==> src/hdl/cpbd_pkg.sv <==
package cpbd_pkg;

	localparam int TIME_W   = 32;
	localparam int CHARGE_W = 24;
	localparam int CH_W     = 11;
	localparam int DT_W     = 28;
	localparam int ADC_W    = 12;
	localparam int LEV_W    = 13;
	localparam int DEAD_W   = 20;
	localparam int MARGIN_W = 24;
	localparam int RCNT_W   = 4;
	localparam int PROD_W   = CHARGE_W + LEV_W;
	localparam int CFG_W    = 24;
	localparam int CFG_IDX_W = 3;
	localparam int IN_W     = 72;
	localparam int OUT_W    = 64;
	localparam logic [LEV_W-1:0] LEV_MAX = 13'd4096;

	typedef enum logic [1:0] {
		REQ_ADD  = 2'd0,
		REQ_READ = 2'd1,
		REQ_SET  = 2'd2,
		REQ_NONE = 2'd3
	} req_t;

	typedef enum logic [1:0] {
		KIND_STATUS = 2'd0,
		KIND_DIGI   = 2'd1,
		KIND_DONE   = 2'd2
	} kind_t;

	typedef enum logic [1:0] {
		ST_MERGED   = 2'd0,
		ST_INSERTED = 2'd1,
		ST_DEAD     = 2'd2,
		ST_FULL     = 2'd3
	} status_t;

	typedef enum logic [CFG_IDX_W-1:0] {
		CFG_THRESHOLD = 3'd0,
		CFG_DYN_RANGE = 3'd1,
		CFG_ADC_LEVELS = 3'd2,
		CFG_DEAD_TIME = 3'd3,
		CFG_MARGIN    = 3'd4
	} cfg_idx_t;

	typedef struct packed {
		logic [TIME_W-1:0]   ptime;
		logic [CHARGE_W-1:0] charge;
	} slot_t;

	typedef struct packed {
		logic                start;
		logic [CHARGE_W-1:0] charge;
	} adc_req_t;

endpackage

==> src/hdl/cpbd_adc.sv <==
module cpbd_adc (
	input  logic                             clk,
	input  logic                             arst_n,
	input  cpbd_pkg::adc_req_t               req,
	input  logic [cpbd_pkg::CHARGE_W-1:0]    threshold,
	input  logic [cpbd_pkg::CHARGE_W-1:0]    dynamic_range,
	input  logic [cpbd_pkg::LEV_W-1:0]       adc_levels,
	output logic                             done,
	output logic [cpbd_pkg::ADC_W-1:0]       code
);
	import cpbd_pkg::*;

	typedef enum logic [1:0] {A_IDLE, A_MUL, A_DIV} astate_t;

	astate_t             state_q;
	logic [CHARGE_W-1:0] diff_q;
	logic                big_q;
	logic                zero_q;
	logic [LEV_W-1:0]    lev_q;
	logic [PROD_W-1:0]   rem_q;
	logic [LEV_W-1:0]    quot_q;
	logic [3:0]          bit_q;
	logic [LEV_W-1:0]    lev;
	logic [ADC_W-1:0]    levm1;
	logic [PROD_W-1:0]   dshift;
	logic                ge;

	always_comb begin
		if (adc_levels == '0) begin
			lev = LEV_W'(1);
		end else if (adc_levels > LEV_MAX) begin
			lev = LEV_MAX;
		end else begin
			lev = adc_levels;
		end
		levm1  = ADC_W'(lev_q - LEV_W'(1));
		dshift = PROD_W'(dynamic_range) << bit_q;
		ge     = rem_q >= dshift;
		if (big_q) begin
			code = levm1;
		end else if (zero_q) begin
			code = '0;
		end else if (quot_q > {1'b0, levm1}) begin
			code = levm1;
		end else begin
			code = quot_q[ADC_W-1:0];
		end
	end

	always_ff @(posedge clk or negedge arst_n) begin
		if (!arst_n) begin
			state_q <= A_IDLE;
			done    <= 1'b0;
			diff_q  <= '0;
			big_q   <= 1'b0;
			zero_q  <= 1'b0;
			lev_q   <= LEV_W'(1);
			rem_q   <= '0;
			quot_q  <= '0;
			bit_q   <= '0;
		end else begin
			done <= 1'b0;
			unique case (state_q)
				A_IDLE: begin
					if (req.start) begin
						diff_q  <= req.charge - threshold;
						big_q   <= req.charge > dynamic_range;
						zero_q  <= dynamic_range == '0;
						lev_q   <= lev;
						state_q <= A_MUL;
					end
				end
				A_MUL: begin
					rem_q   <= PROD_W'(diff_q) * PROD_W'(lev_q);
					quot_q  <= '0;
					bit_q   <= 4'(LEV_W - 1);
					state_q <= A_DIV;
				end
				A_DIV: begin
					if (ge) begin
						rem_q         <= rem_q - dshift;
						quot_q[bit_q] <= 1'b1;
					end
					if (bit_q == '0) begin
						done    <= 1'b1;
						state_q <= A_IDLE;
					end else begin
						bit_q <= bit_q - 4'd1;
					end
				end
				default: state_q <= A_IDLE;
			endcase
		end
	end

endmodule
==> config.mk <==
export PLATFORM = sky130hd
export DESIGN_NAME = cpbd_adc
export DESIGN_NICKNAME = d
export VERILOG_FILES = /design/src/hdl/cpbd_pkg.sv /design/src/hdl/cpbd_adc.sv
export SDC_FILE = /design/constraint.sdc
export NUM_CORES = 1
export LEC_CHECK = 0
export ABC_AREA = 1
export BUFFER_PORTS_ARGS = -buffer_cell sky130_fd_sc_hd__buf_2
export CAP_MARGIN = 20
export CELL_PAD_IN_SITES_DETAIL_PLACEMENT = 0
export CELL_PAD_IN_SITES_GLOBAL_PLACEMENT = 1
export CORE_MARGIN = 2
export CORE_UTILIZATION = 40
export DETAILED_ROUTE_END_ITERATION = 16
export PLACE_DENSITY = 0.72
export SKIP_CTS_REPAIR_TIMING = 1
export SLEW_MARGIN = 10
export SYNTH_ARGS = -nofsm -noshare
export SYNTH_HDL_FRONTEND = slang
export SYNTH_SLANG_ARGS = --single-unit
export TNS_END_PERCENT = 50
==> constraint.sdc <==
create_clock -name clk -period 4.6 [get_ports clk]
set_input_delay 0.46 -clock clk [delete_from_list [all_inputs] [get_ports clk]]
set_output_delay 0.46 -clock clk [all_outputs]
set_load 0.01 [all_outputs]
==> metrics.md <==
| Metric | Value |
|---|---|
| Total number of vias | `between 20000 and 25000` |
| First DRT Iteration DRCs | `~1500` |
| Fin crit share | `1.111` |
| P&R area growth vs syn | `20.94%` |
| Crit path top cell by count | `nand2_1` |
| Routed len/inst | `18.39 um` |
| Post-DP HPWL | `65.95 mm` |
| CP Max Fanout | `6` |
| Nets | `4068` |
| Most used DFF post-synth | `dfrtp_1` |
| Die span in y | `235.7 um` |
| Worst EP arrival | `5400 ps` |
| Post-synth EDFFs | `0` |
| Hold Vio Cnt, Final | `0` |
| CTS Buffer Depth | `2` |
| N_diodes | `0` |
| Ys Warns | `0` |
| X dimension of the die | `235.7 um` |
| Port bufs | `100` |
| Worst-path clk slew | `90 ps` |
| Slew headroom | `0.3758` |
| DRC | `0` |
| Rows | `84` |
| GRT Overall Usage | `0.2836` |
| Die footprint | `between 50000 and 60000 sq um` |
| Antenna violations before repair | `4` |
| CP Launch Type | `flop` |
| TritonCTS Buffers | `9` |
| Fmax | `0.1957 GHz` |
| Synthesis-stage register bit count | `96` |
| First-pass GRT wire length | `approximately 120 mm` |
| First-pass DRT Iterations | `8` |
| Synthesized area | `21480 sq um` |
| CP bufs+invs | `9` |
| Clock Sink Count | `96` |
| Total of max-cap violations | `0` |
| Worst path required time | `4890 ps` |
| Clock latency on the worst-skew pair | `400 ps` |
| Filler cell count | `5570` |
| RSZ-0062 raised after global routing | `true` |
| Register Area | `2424 sq um` |
| Worst min path class | `in -> async` |
| Largest net degree at the start of global routing | `56` |
| Critical path type | `reg -> reg` |
| Slowest stage delay, CP | `520 ps` |
| Crit end category | `flop` |
| Slack of the worst reg-to-reg path | `-510 ps` |
| Synth cell types | `44` |
| I/O pin cnt | `101` |
| Crit-path leading delay family | `adder cells` |
| XOR/XNOR Fraction of Synth Area | `0.01264` |
| CTS tree | `yes` |
| Antenna Nets Post-Route | `0` |
| CTS root buf | `clkbuf_16` |
| Mux contribution to synthesized area | `0.01165` |
| Synth Net Count | `between 3000 and 4000` |
| Slowest-stage cell, CP | `fa_1` |
| Synth Area in Compound Gates | `0.08476` |
| Via-to-Cell Ratio | `5.100` |
| Adder-Cell Fraction of Synth Area | `0.3340` |
| H-tree depth | `3` |
| Tmin final | `5111 ps` |
| Floorplan core area | `~53000 sq um` |
| Synth Area in Simple Gates | `0.2966` |
| Overflow after GRT | `0` |
| Clk_skew | `17.10 ps` |
| Post-Route Setup TNS | `-12330 ps` |
| Initial Utilization | `0.4063` |
| Least-Margin Pin Slew | `936.3 ps` |
| Routed wire length | `78.10 mm` |
| Status | `finished with violations` |
| Final setup violation count | `29` |
| Failing checks | `setup timing` |
| Syn Inst Count | `3309` |
| Via count of the first global-routing pass | `21610` |
| Worst Slack Setup Final | `-511.2 ps` |
| Layout cells sized above 1 | `0.1799` |
| Async S/R FF share, synth | `1.000` |
| Largest family of logic cells by synthesized area | `adder cells` |
| Area occupied by multi-input gates | `16940 sq um` |
| Slew Viols, Final | `0` |
| Placer Congestion | `0.9909` |
| Syn avg cell area | `6.491 sq um` |
| Register area share after synthesis | `0.1119` |
[layer usage]
metal / up-vias / share of wire / global-route usage
li1: 10530 / - / -
met1: 10440 / 0.46 / 0.3973
met2: 576 / 0.46 / 0.4681
met3: 101 / 0.051 / 0.02486
met4: 0 / 0.029 / 0.07894
met5: - / 0 / 0
[final cells by class]
type,count,share of cell area
clock buffers,9,0.008670
clock inverters,7,0.003131
inverters,729,0.1055
multi-input cells,2373,0.6522
flip-flops and latches,96,0.09330
well taps,688,0.03314
repair buffers,344,0.1041
[kinds of logic after synthesis]
logic type	count (synthesis)
buffers and inverters	840
and+or+nand+nor	1552
DFF	96
adders and majority gates	427
muxes	25
AOI/OAI and AO/OA	338
xor gates and xnor gates	31
[final timing paths]
kind / from / endpoint / cells past startpoint
min in group clk: adc_levels[11] / lev_q[11] / 3
worst min-delay path: arst_n / done / 1
worst min register to register: rem_q[13] / rem_q[13] / 2
worst max register to register: lev_q[2] / rem_q[31] / 27
worst max-delay path: lev_q[2] / rem_q[31] / 27
max in group asynchronous: arst_n / diff_q[3] / 2
[Yosys cell counts (6+ instances only)]
library cell / instances / area share
inv_2: 6 / 0.0010
nand3_1: 170 / 0.040
mux2i_1: 25 / 0.012
ha_1: 183 / 0.11
o21ai_1: 6 / 0.0014
clkbuf_1: 90 / 0.016
dfrtp_1: 95 / 0.11
xor2_1: 24 / 0.0098
clkinv_1: 6 / 0.0010
nand2_1: 1071 / 0.19
a21oi_1: 126 / 0.029
nand3b_1: 8 / 0.0028
xnor2_1: 7 / 0.0029
a31oi_1: 7 / 0.0020
buf_1: 10 / 0.0017
nor2_1: 194 / 0.034
o21bai_1: 12 / 0.0042
nand4_1: 31 / 0.0090
nand3_2: 12 / 0.0056
nor4_1: 13 / 0.0038
or2_2: 14 / 0.0041
nor3_1: 29 / 0.0068
inv_1: 717 / 0.13
a22oi_1: 7 / 0.0024
o21ai_0: 151 / 0.035
fa_1: 244 / 0.23
[cells in the final DEF (no fill, tap or decap), drive strengths merged, types with 6 or more instances in the layout]
cell type / count
inv: 728
ha: 183
a21oi: 126
nor4: 13
nor2: 199
o21ai: 159
o21bai: 12
nor3: 29
clkinv: 8
a21boi: 6
xnor2: 7
or2: 14
mux2i: 25
clkbuf: 10
a22oi: 7
nand3: 182
a31oi: 7
fa: 244
xor2: 24
nand4: 31
nand3b: 8
nand2: 1076
buf: 343
dfrtp: 95
[sequential cells by signal, indices dropped and copies added, names as in the netlist]
signal and count:
state_q 2, lev_q 13, quot_q 13, zero_q 1, bit_q 4, done 1, big_q 1, rem_q 37
diff_q 24
[through the flow]
stage          area, sq um    util  hold slack (ps)  instances  worst slack [ps]
2_1_floorplan        22030       -            164.4       3309            -23.68
3_3_place_gp         24550  0.4643            497.9       4203            -728.3
3_5_place_dp         24550  0.4643            500.0       4203            -791.4
4_1_cts              24850  0.4701            200.9       4219            -868.6
5_1_grt              25980  0.4914            241.4       4246            -745.1
6_report             25980  0.4914            171.1       4246            -511.2
Power is not shown: default switching activity piles up to over one toggle a cycle in this logic, so the estimate is an artifact.
